`src/rtl/core/sdes_pkg.sv`:
```
package sdes_pkg;

  // input sample width, Q1.(SAMPLE_BITS-1)
  localparam int unsigned SAMPLE_BITS = 16;

  localparam int unsigned OUT_W = 24;

  // configuration port
  localparam int unsigned CFG_IDX_W  = 2;
  localparam int unsigned CFG_DATA_W = 16;
  localparam logic [CFG_IDX_W-1:0] REG_DEADZONE = 2'd0;
  localparam logic [CFG_IDX_W-1:0] REG_EXPO     = 2'd1;
  localparam logic [CFG_IDX_W-1:0] REG_RATE     = 2'd2;

  localparam logic [14:0] DEADZONE_RST = 15'd1638;
  localparam logic [15:0] EXPO_RST     = 16'd0;
  localparam logic [15:0] RATE_RST     = 16'd256;

  // fixed-point constants
  localparam logic [15:0] ONE_Q15  = 16'h8000;
  localparam logic [31:0] HALF_Q15 = 32'h0000_4000;
  localparam logic [31:0] RATE_RND = 32'd128;

  // divider: 17 quotient bits, a few per pipeline stage
  localparam int unsigned DIV_QBITS  = 17;
  localparam int unsigned DIV_STEPS  = 3;
  localparam int unsigned DIV_STAGES = (DIV_QBITS + DIV_STEPS - 1) / DIV_STEPS;

  // front stage + divider + curve stages
  localparam int unsigned CURVE_STAGES = 5;
  localparam int unsigned LATENCY      = 1 + DIV_STAGES + CURVE_STAGES;

  typedef struct packed {
    logic valid;
    logic zero;
    logic neg;
  } tag_t;

  typedef struct packed {
    logic [14:0] deadzone;
    logic [15:0] den;        // 1.0 - deadzone
    logic [15:0] expo;       // clamped to 1.0
    logic [15:0] one_m_expo; // 1.0 - expo
    logic [15:0] rate;
  } cfg_t;

endpackage

```
`src/rtl/core/stick_deadzone_expo_shaper_unit.sv`:
```
// stick deadzone and expo shaper: one signed stick sample in, one shaped and
// rate-scaled value out, no state between samples. a sample is taken on every
// clock edge with start_i high (busy_o stays low, the pipeline never stalls)
// and its result shows on shaped_axis_o for exactly one cycle with done_o high,
// in input order. the receiver cannot hold results off, so one sample per
// clock in gives one result per clock out. the pipeline holds the front stage
// (magnitude and deadzone test), six stages of the restoring divider that
// stretches the travel beyond the deadzone (three quotient bits per stage),
// and five stages for square, cube, blend and output gain.
// registers: 0 deadzone (q0.15), 1 expo (q1.15, above 1.0 saturates),
// 2 rate_scale (q8.8); index 3 is ignored. write them only with the pipeline
// empty; a write takes effect on the next clock.
module stick_deadzone_expo_shaper_unit (
  input  logic                                    clk_i,
  input  logic                                    rst_ni,
  input  logic                                    start_i,
  output logic                                    busy_o,
  input  logic signed [sdes_pkg::SAMPLE_BITS-1:0] raw_axis_i,
  output logic                                    done_o,
  output logic signed [sdes_pkg::OUT_W-1:0]       shaped_axis_o,
  input  logic                                    cfg_we_i,
  input  logic [sdes_pkg::CFG_IDX_W-1:0]          cfg_idx_i,
  input  logic [sdes_pkg::CFG_DATA_W-1:0]         cfg_wdata_i
);
  import sdes_pkg::*;

  cfg_t        cfg;
  tag_t        front_tag;
  logic [15:0] front_num;
  tag_t        div_tag;
  logic [16:0] div_quo;
  logic        accept;

  // fully pipelined, every cycle can take a transfer
  assign busy_o = 1'b0;
  assign accept = start_i && !busy_o;

  sdes_cfg u_cfg (
    .clk_i      (clk_i),
    .rst_ni     (rst_ni),
    .cfg_we_i   (cfg_we_i),
    .cfg_idx_i  (cfg_idx_i),
    .cfg_wdata_i(cfg_wdata_i),
    .cfg_o      (cfg)
  );

  // magnitude, deadzone test, travel beyond the deadzone
  sdes_front u_front (
    .clk_i     (clk_i),
    .rst_ni    (rst_ni),
    .valid_i   (accept),
    .raw_axis_i(raw_axis_i),
    .cfg_i     (cfg),
    .tag_o     (front_tag),
    .num_o     (front_num)
  );

  // rounded rescale of the travel to 0..1
  sdes_div u_div (
    .clk_i (clk_i),
    .rst_ni(rst_ni),
    .tag_i (front_tag),
    .num_i (front_num),
    .cfg_i (cfg),
    .tag_o (div_tag),
    .quo_o (div_quo)
  );

  // expo blend, sign and output gain
  sdes_curve u_curve (
    .clk_i        (clk_i),
    .rst_ni       (rst_ni),
    .tag_i        (div_tag),
    .quo_i        (div_quo),
    .cfg_i        (cfg),
    .done_o       (done_o),
    .shaped_axis_o(shaped_axis_o)
  );

  // every accepted transfer comes out after the fixed latency, nothing else does
  a_fixed_latency: assert property (@(posedge clk_i) disable iff (!rst_ni)
    done_o == $past(accept && rst_ni, LATENCY))
    else $error("result strobe out of step with accepted samples");

endmodule

```
`src/rtl/core/sdes_cfg.sv`:
```
module sdes_cfg (
  input  logic                           clk_i,
  input  logic                           rst_ni,
  input  logic                           cfg_we_i,
  input  logic [sdes_pkg::CFG_IDX_W-1:0]  cfg_idx_i,
  input  logic [sdes_pkg::CFG_DATA_W-1:0] cfg_wdata_i,
  output sdes_pkg::cfg_t                 cfg_o
);
  import sdes_pkg::*;

  logic [14:0] deadzone_q;
  logic [15:0] expo_q;
  logic [15:0] rate_q;
  logic [15:0] expo_clamped;

  always_ff @(posedge clk_i or negedge rst_ni) begin
    if (!rst_ni) begin
      deadzone_q <= DEADZONE_RST;
      expo_q     <= EXPO_RST;
      rate_q     <= RATE_RST;
    end else if (cfg_we_i) begin
      case (cfg_idx_i)
        REG_DEADZONE: deadzone_q <= cfg_wdata_i[14:0];
        REG_EXPO:     expo_q     <= cfg_wdata_i[15:0];
        REG_RATE:     rate_q     <= cfg_wdata_i[15:0];
        default: ;
      endcase
    end
  end

  // weights above 1.0 saturate
  assign expo_clamped = (expo_q > ONE_Q15) ? ONE_Q15 : expo_q;

  assign cfg_o.deadzone   = deadzone_q;
  assign cfg_o.den        = ONE_Q15 - {1'b0, deadzone_q};
  assign cfg_o.expo       = expo_clamped;
  assign cfg_o.one_m_expo = ONE_Q15 - expo_clamped;
  assign cfg_o.rate       = rate_q;

endmodule

```
`src/rtl/core/sdes_front.sv`:
```
module sdes_front (
  input  logic                                 clk_i,
  input  logic                                 rst_ni,
  input  logic                                 valid_i,
  input  logic signed [sdes_pkg::SAMPLE_BITS-1:0] raw_axis_i,
  input  sdes_pkg::cfg_t                       cfg_i,
  output sdes_pkg::tag_t                       tag_o,
  output logic [15:0]                          num_o
);
  import sdes_pkg::*;

  logic [SAMPLE_BITS-1:0] raw_u;
  logic [SAMPLE_BITS-1:0] mag;
  logic [SAMPLE_BITS+7:0] mag_ext;
  logic [15:0]            m;
  tag_t                   tag_d, tag_q;
  logic [15:0]            num_d, num_q;

  always_comb begin
    raw_u   = unsigned'(raw_axis_i);
    // most negative sample gives exactly 1.0
    mag     = raw_u[SAMPLE_BITS-1] ? (~raw_u + 1'b1) : raw_u;
    mag_ext = {mag, 8'b0} >> (SAMPLE_BITS - 8);
    m       = mag_ext[15:0];

    tag_d.valid = valid_i;
    tag_d.zero  = (m <= {1'b0, cfg_i.deadzone});
    tag_d.neg   = raw_u[SAMPLE_BITS-1];
    num_d       = m - {1'b0, cfg_i.deadzone};
  end

  always_ff @(posedge clk_i or negedge rst_ni) begin
    if (!rst_ni) begin
      tag_q <= '0;
    end else begin
      tag_q <= tag_d;
    end
  end

  always_ff @(posedge clk_i) begin
    num_q <= num_d;
  end

  assign tag_o = tag_q;
  assign num_o = num_q;

endmodule

```
`src/rtl/core/sdes_div.sv`:
```
module sdes_div (
  input  logic           clk_i,
  input  logic           rst_ni,
  input  sdes_pkg::tag_t tag_i,
  input  logic [15:0]    num_i,
  input  sdes_pkg::cfg_t cfg_i,
  output sdes_pkg::tag_t tag_o,
  output logic [16:0]    quo_o
);
  import sdes_pkg::*;

  // restoring division of (num * 2^15 + den/2) by den, a few bits per stage
  tag_t        tag_in [DIV_STAGES];
  logic [14:0] rem_in [DIV_STAGES];
  logic [16:0] quo_in [DIV_STAGES];
  logic [16:0] bits_in[DIV_STAGES];

  tag_t        tag_q  [DIV_STAGES];
  logic [14:0] rem_d  [DIV_STAGES];
  logic [14:0] rem_q  [DIV_STAGES];
  logic [16:0] quo_d  [DIV_STAGES];
  logic [16:0] quo_q  [DIV_STAGES];
  logic [16:0] bits_d [DIV_STAGES];
  logic [16:0] bits_q [DIV_STAGES];

  always_comb begin
    // top dividend bits are below den, so they seed the remainder
    tag_in[0]  = tag_i;
    rem_in[0]  = {1'b0, num_i[15:2]};
    quo_in[0]  = '0;
    bits_in[0] = {num_i[1:0], cfg_i.den[15:1]};
    for (int s = 1; s < DIV_STAGES; s++) begin
      tag_in[s]  = tag_q[s-1];
      rem_in[s]  = rem_q[s-1];
      quo_in[s]  = quo_q[s-1];
      bits_in[s] = bits_q[s-1];
    end
  end

  always_comb begin
    logic [15:0] trial;
    logic [14:0] rem_v;
    logic [16:0] quo_v;
    logic [16:0] bits_v;
    trial = '0;
    for (int s = 0; s < DIV_STAGES; s++) begin
      rem_v  = rem_in[s];
      quo_v  = quo_in[s];
      bits_v = bits_in[s];
      for (int j = 0; j < DIV_STEPS; j++) begin
        if (s * DIV_STEPS + j < DIV_QBITS) begin
          trial  = {rem_v, bits_v[16]};
          bits_v = {bits_v[15:0], 1'b0};
          if (trial >= cfg_i.den) begin
            rem_v = 15'(trial - cfg_i.den);
            quo_v = {quo_v[15:0], 1'b1};
          end else begin
            rem_v = trial[14:0];
            quo_v = {quo_v[15:0], 1'b0};
          end
        end
      end
      rem_d[s]  = rem_v;
      quo_d[s]  = quo_v;
      bits_d[s] = bits_v;
    end
  end

  always_ff @(posedge clk_i or negedge rst_ni) begin
    if (!rst_ni) begin
      for (int s = 0; s < DIV_STAGES; s++) begin
        tag_q[s] <= '0;
      end
    end else begin
      for (int s = 0; s < DIV_STAGES; s++) begin
        tag_q[s] <= tag_in[s];
      end
    end
  end

  always_ff @(posedge clk_i) begin
    for (int s = 0; s < DIV_STAGES; s++) begin
      rem_q[s]  <= rem_d[s];
      quo_q[s]  <= quo_d[s];
      bits_q[s] <= bits_d[s];
    end
  end

  assign tag_o = tag_q[DIV_STAGES-1];
  assign quo_o = quo_q[DIV_STAGES-1];

  // final remainder always below the divisor for a live item
  a_rem_below_den: assert property (@(posedge clk_i) disable iff (!rst_ni)
    tag_q[DIV_STAGES-1].valid && !tag_q[DIV_STAGES-1].zero
      |-> ({1'b0, rem_q[DIV_STAGES-1]} < cfg_i.den))
    else $error("divider remainder not below divisor");

endmodule

```
`src/rtl/core/sdes_curve.sv`:
```
module sdes_curve (
  input  logic                                   clk_i,
  input  logic                                   rst_ni,
  input  sdes_pkg::tag_t                         tag_i,
  input  logic [16:0]                            quo_i,
  input  sdes_pkg::cfg_t                         cfg_i,
  output logic                                   done_o,
  output logic signed [sdes_pkg::OUT_W-1:0]      shaped_axis_o
);
  import sdes_pkg::*;

  tag_t tag1_q, tag2_q, tag3_q, tag4_q, tag5_q;

  // stage 1: clamp, square
  logic [15:0] x1_d, x1_q, x2_d, x2_q;
  logic [31:0] sq;
  // stage 2: cube
  logic [15:0] x_b_q, x3_d, x3_q;
  logic [31:0] cu;
  // stage 3: blend products
  logic [31:0] p_lin_d, p_lin_q, p_cub_d, p_cub_q;
  // stage 4: blend sum
  logic [31:0] y_sum;
  logic [15:0] y_d, y_q;
  // stage 5: rate gain and sign
  logic [31:0] rs;
  logic [OUT_W-1:0] r_mag;
  logic [OUT_W-1:0] out_d, out_q;

  always_comb begin
    x1_d  = (quo_i > {1'b0, ONE_Q15}) ? ONE_Q15 : quo_i[15:0];
    sq    = x1_d * x1_d;
    x2_d  = 16'((sq + HALF_Q15) >> 15);

    cu    = x2_q * x1_q;
    x3_d  = 16'((cu + HALF_Q15) >> 15);

    p_lin_d = cfg_i.one_m_expo * x_b_q;
    p_cub_d = cfg_i.expo * x3_q;

    y_sum = p_lin_q + p_cub_q + HALF_Q15;
    y_d   = 16'(y_sum >> 15);

    rs    = y_q * cfg_i.rate;
    r_mag = 24'((rs + RATE_RND) >> 8);
    if (tag4_q.zero) begin
      out_d = '0;
    end else if (tag4_q.neg) begin
      out_d = ~r_mag + 1'b1;
    end else begin
      out_d = r_mag;
    end
  end

  always_ff @(posedge clk_i or negedge rst_ni) begin
    if (!rst_ni) begin
      tag1_q <= '0;
      tag2_q <= '0;
      tag3_q <= '0;
      tag4_q <= '0;
      tag5_q <= '0;
    end else begin
      tag1_q <= tag_i;
      tag2_q <= tag1_q;
      tag3_q <= tag2_q;
      tag4_q <= tag3_q;
      tag5_q <= tag4_q;
    end
  end

  always_ff @(posedge clk_i) begin
    x1_q    <= x1_d;
    x2_q    <= x2_d;
    x_b_q   <= x1_q;
    x3_q    <= x3_d;
    p_lin_q <= p_lin_d;
    p_cub_q <= p_cub_d;
    y_q     <= y_d;
    out_q   <= out_d;
  end

  assign done_o        = tag5_q.valid;
  assign shaped_axis_o = signed'(out_q);

  a_square_range: assert property (@(posedge clk_i) disable iff (!rst_ni)
    tag1_q.valid |-> (x2_q <= ONE_Q15))
    else $error("square above full scale");

  a_blend_range: assert property (@(posedge clk_i) disable iff (!rst_ni)
    tag4_q.valid |-> (y_q <= ONE_Q15))
    else $error("blend above full scale");

  a_dead_is_zero: assert property (@(posedge clk_i) disable iff (!rst_ni)
    done_o && tag5_q.zero |-> (out_q == '0))
    else $error("deadzone sample gave nonzero result");

  a_sign_follows: assert property (@(posedge clk_i) disable iff (!rst_ni)
    done_o && out_q[OUT_W-1] |-> tag5_q.neg)
    else $error("negative result from positive sample");

endmodule
```
`config.mk`:
```
export PLATFORM = sky130hd
export DESIGN_NAME = stick_deadzone_expo_shaper_unit
export DESIGN_NICKNAME = d
export VERILOG_FILES = /design/src/rtl/core/sdes_pkg.sv /design/src/rtl/core/stick_deadzone_expo_shaper_unit.sv /design/src/rtl/core/sdes_cfg.sv /design/src/rtl/core/sdes_front.sv /design/src/rtl/core/sdes_div.sv /design/src/rtl/core/sdes_curve.sv
export SDC_FILE = /design/constraint.sdc
export NUM_CORES = 2
export LEC_CHECK = 0
export BUFFER_PORTS_ARGS = -buffer_cell sky130_fd_sc_hd__buf_2
export CAP_MARGIN = 30
export CELL_PAD_IN_SITES_DETAIL_PLACEMENT = 1
export CELL_PAD_IN_SITES_GLOBAL_PLACEMENT = 1
export CORE_ASPECT_RATIO = 0.8
export CORE_MARGIN = 2
export CORE_UTILIZATION = 55
export CTS_CLUSTER_SIZE = 30
export DETAILED_ROUTE_END_ITERATION = 12
export GPL_TIMING_DRIVEN = 0
export PLACE_DENSITY_LB_ADDON = 0.1
export SKIP_LAST_GASP = 1
export SYNTH_ARGS = -nofsm -noshare
export SYNTH_HDL_FRONTEND = slang
export SYNTH_HIERARCHICAL = 1
export SYNTH_SLANG_ARGS = --single-unit
```
`constraint.sdc`:
```
create_clock -name clk_i -period 15.4 [get_ports clk_i]
set_clock_uncertainty 0.15 [all_clocks]
set_input_delay 1.54 -clock clk_i [delete_from_list [all_inputs] [get_ports clk_i]]
set_output_delay 1.54 -clock clk_i [all_outputs]
set_load 0.03 [all_outputs]
```
==> flow_summary_export.csv <==
group,metric,value,unit
status,status,"completed",
finish,fin_util,59.4,%
cts,root_buffer,"clkbuf_16",
worst_setup_path,cp-endpoint,"u_curve/p_lin_q[30]$_DFF_P_",
sta,hold_viol_final,0,
worst_setup_path,critical_path_buf_inv_count,9,
global_route,grt_pass1_wl,326000,um
sta,finalCritPeriodShare,70.7,%
cts,clkLatencyLatePin,0.70,ns
floorplan,rows,114,
worst_setup_path,r2r-end,"u_curve/p_lin_q[30]$_DFF_P_",
placed_design,port_buffers,62,
synth,ys_types,108,
worst_hold_path,hold_path.class,"register to register",
synth,syn-cell-area,67400,um^2
sta,finalMaxSlewViolations,0,
floorplan,core_area,121000,um^2
run,drv_cap,0,
sta,rsz0062_at_grt,"false",
cts,cts_hold_buf,0,
synth,synth_edf_count,0,
floorplan,die_x,395,um
worst_setup_path,slowest_delay,0.88,ns
synth,ys_seq_elements,440,
synth,synth_warnings,6,
sta,setup_violations,0,
cts,clock_sinks,440,
routing,drt_iter0_markers,3070,
synth,syn_inst,7393,
cts,cts_max_level,2,
sta,maxSlewHeadroom,32.0,%
synth,yosysSeqAreaShare,13.7,%
placed_design,pre_cts_ws,4.77,ns
global_route,grt_pass1_vias,58400,
sta,layout_setup_ws,4.52,ns
global_route,grt_overflow,0,
worst_setup_path,end_kind,"register",
worst_setup_path,critPathKind,"register to register",
synth,ys_async_sr_fraction,18.4,%
cts,cts.path.max_buffers,3,
placed_design,place_hpwl,168000,um
routing,via_count,53200,
floorplan,die_h,317,um
worst_setup_path,crit_arrival,11.32,ns
global_route,track_usage,33.0,%
worst_setup_path,crit_fanout,10,
cts,ctsResizeCount,0,
sta,tightestPinTransition,1.02,ns
routing,vias_per_cell,5.77,
routing,first_pass_iters,5,
sta,min_period,10.88,ns
routing,routedWlPerCell,22.1,um
finish,nets,9406,
routing,drt_wl_total,204000,um
cts,cts_buffers,51,
worst_setup_path,critPathSlowestCell,"a2111oi_0",
cts,post_cts_buffers,0,
sta,finalSetupTns,0,ns
floorplan,ios,64,
routing,drc_errors,0,
worst_setup_path,rrSetupSlack,4.52,ns
global_route,grt_max_degree,72,
routing,drtAntennaViolNets,0,
floorplan,die-area,125000,um^2
finish,syn2layout_area_growth,6.90,%
worst_setup_path,crit_family,"adder cells",
synth,synth-main-ff-cell,"dfxtp_1",
sta,hold_slack,0.172,ns
finish,fill_cells,14100,
worst_setup_path,reg2reg_depth,31,
worst_setup_path,r2r-start,"u_cfg/expo_q[15]$_DFFE_PN0P_",
floorplan,initial_core_util,55.6,%
finish,drive_gt1_share,6.01,%
worst_setup_path,crit_required,15.83,ns
worst_setup_path,crit_path_start,"u_cfg/expo_q[15]$_DFFE_PN0P_",
synth,synth_area_per_cell,9.11,um^2
cts,path_clk_slew,0.07,ns
placed_design,place_congestion,0.918,
cts,cts_tree,"built",
worst_setup_path,cp-start-kind,"register",
worst_setup_path,cp.depth,31,
global_route,antenna_found_initial,10,
sta,fmax,91.9,MHz
==> cells in the final DEF, fill, tap and decap left out, types with 142 or more instances in the layout <==
cell type / n
a21oi_1: 256
and2_1: 439
clkbuf_1: 193
dfxtp_1: 359
fa_1: 952
ha_1: 869
inv_1: 1279
mux2_2: 163
nand2_1: 870
nor2_1: 263
o21ai_0: 142
xnor2_1: 255
==> cells by family after synthesis <==
| group | share of synthesized area [%] |
|---|---|
| xor+xnor | 4.76 |
| flops | 13.7 |
| fa+ha+maj | 44.4 |
| other cells | 0.0167 |
| buf+inv | 8.47 |
| mux | 4.09 |
| simple gates | 14.9 |
| compound gates | 9.65 |
==> sequential cells by signal, indices dropped and copies added (netlist names), 15 cells and up <==
register	cells
u_curve/x3_q	16
u_curve/shaped_axis_o	24
u_curve/p_cub_q	31
u_cfg/deadzone_q	15
u_curve/p_lin_q	31
u_curve/y_q	16
u_curve/x2_q	16
u_front/num_o	16
u_div/bits_q	40
u_div/rem_q	75
u_cfg/rate_q	16
u_div/quo_q	62
u_curve/x1_q	16
u_div/tag_in	15
u_cfg/expo_q	16
u_curve/x_b_q	16
==> synthesized netlist by cell type (56+ instances only) <==
cell type,number,area [um^2]
dfrtp_1,74,1850
a21o_1,132,991
ha_1,869,10900
mux2_2,163,1840
a21oi_1,256,1280
o21ai_0,142,711
fa_1,952,19100
inv_1,1280,4800
nand4_1,56,350
and3_1,64,400
nand2_1,870,3270
nor2b_1,57,357
nor2_1,263,987
o21a_1,82,616
dfxtp_1,359,7190
xor2_1,111,972
nor3_1,88,440
and2_1,439,2750
clkbuf_1,188,706
xnor2_1,255,2230
==> layout make-up <==
| cell class | count | area (um^2) | area share [%] |
|---|---|---|---|
| Multi-Input combinational cell | 5471 | 52500 | 72.9 |
| Sequential cell | 440 | 9220 | 12.8 |
| Inverter | 1287 | 4830 | 6.71 |
| Tap cell | 1624 | 2030 | 2.82 |
| Clock buffer | 63 | 1400 | 1.95 |
| Buffer | 214 | 877 | 1.22 |
| Timing Repair Buffer | 82 | 781 | 1.08 |
| Clock inverter | 30 | 349 | 0.485 |
| Antenna cell | 2 | 5.00 | 0.00695 |
==> layer usage <==
metal,share of wire (%),track usage [%],wire (um),vias up
li1,-,-,-,24100
met1,44,45.8,90500,27100
met2,46,53.9,94000,1544
met3,6.2,4.54,12700,374
met4,3.3,10.5,6710,4
met5,0.013,0,27,-
==> how the worst min path moves through the flow <==
stage | startpoint | endpoint | slack (ns) | cells after the start
global route | u_div/bits_q[1][8]$_DFF_P_ | u_div/bits_q[2][11]$_DFF_P_ | 0.18 | 0
floorplan | u_div/bits_q[0][7]$_DFF_P_ | u_div/bits_q[1][10]$_DFF_P_ | 0.16 | 0
finish | u_div/bits_q[1][8]$_DFF_P_ | u_div/bits_q[2][11]$_DFF_P_ | 0.17 | 0
global placement | u_div/quo_q[4][8]$_DFF_P_ | u_div/quo_q[5][10]$_DFF_P_ | 0.16 | 0
CTS | u_div/bits_q[2][7]$_DFF_P_ | u_div/bits_q[3][10]$_DFF_P_ | 0.17 | 0
detailed placement | u_div/quo_q[2][0]$_DFF_P_ | u_div/quo_q[3][3]$_DFF_P_ | 0.16 | 0
==> metrics by stage <==
stage | instances | instance area [um^2]
after floorplan | 7412 | 67500
after global placement | 9098 | 69800
after detailed placement | 9116 | 70300
after CTS | 9209 | 72000
after global routing | 9212 | 72000
final | 9213 | 72000
==> worst register-to-register path, delay by kind of cell, from the launching register on <==
family / cells / cell delay [ns]
AOI/OAI and AO/OA: 6 / 2.73
xor gates and xnor gates: 1 / 0.13
adders and majority gates: 8 / 3.77
buffers and inverters: 9 / 1.83
DFF: 1 / 0.37
and+or+nand+nor: 7 / 1.77
Power is not shown: default switching activity piles up to over one toggle a cycle in this logic, so the estimate is an artifact.
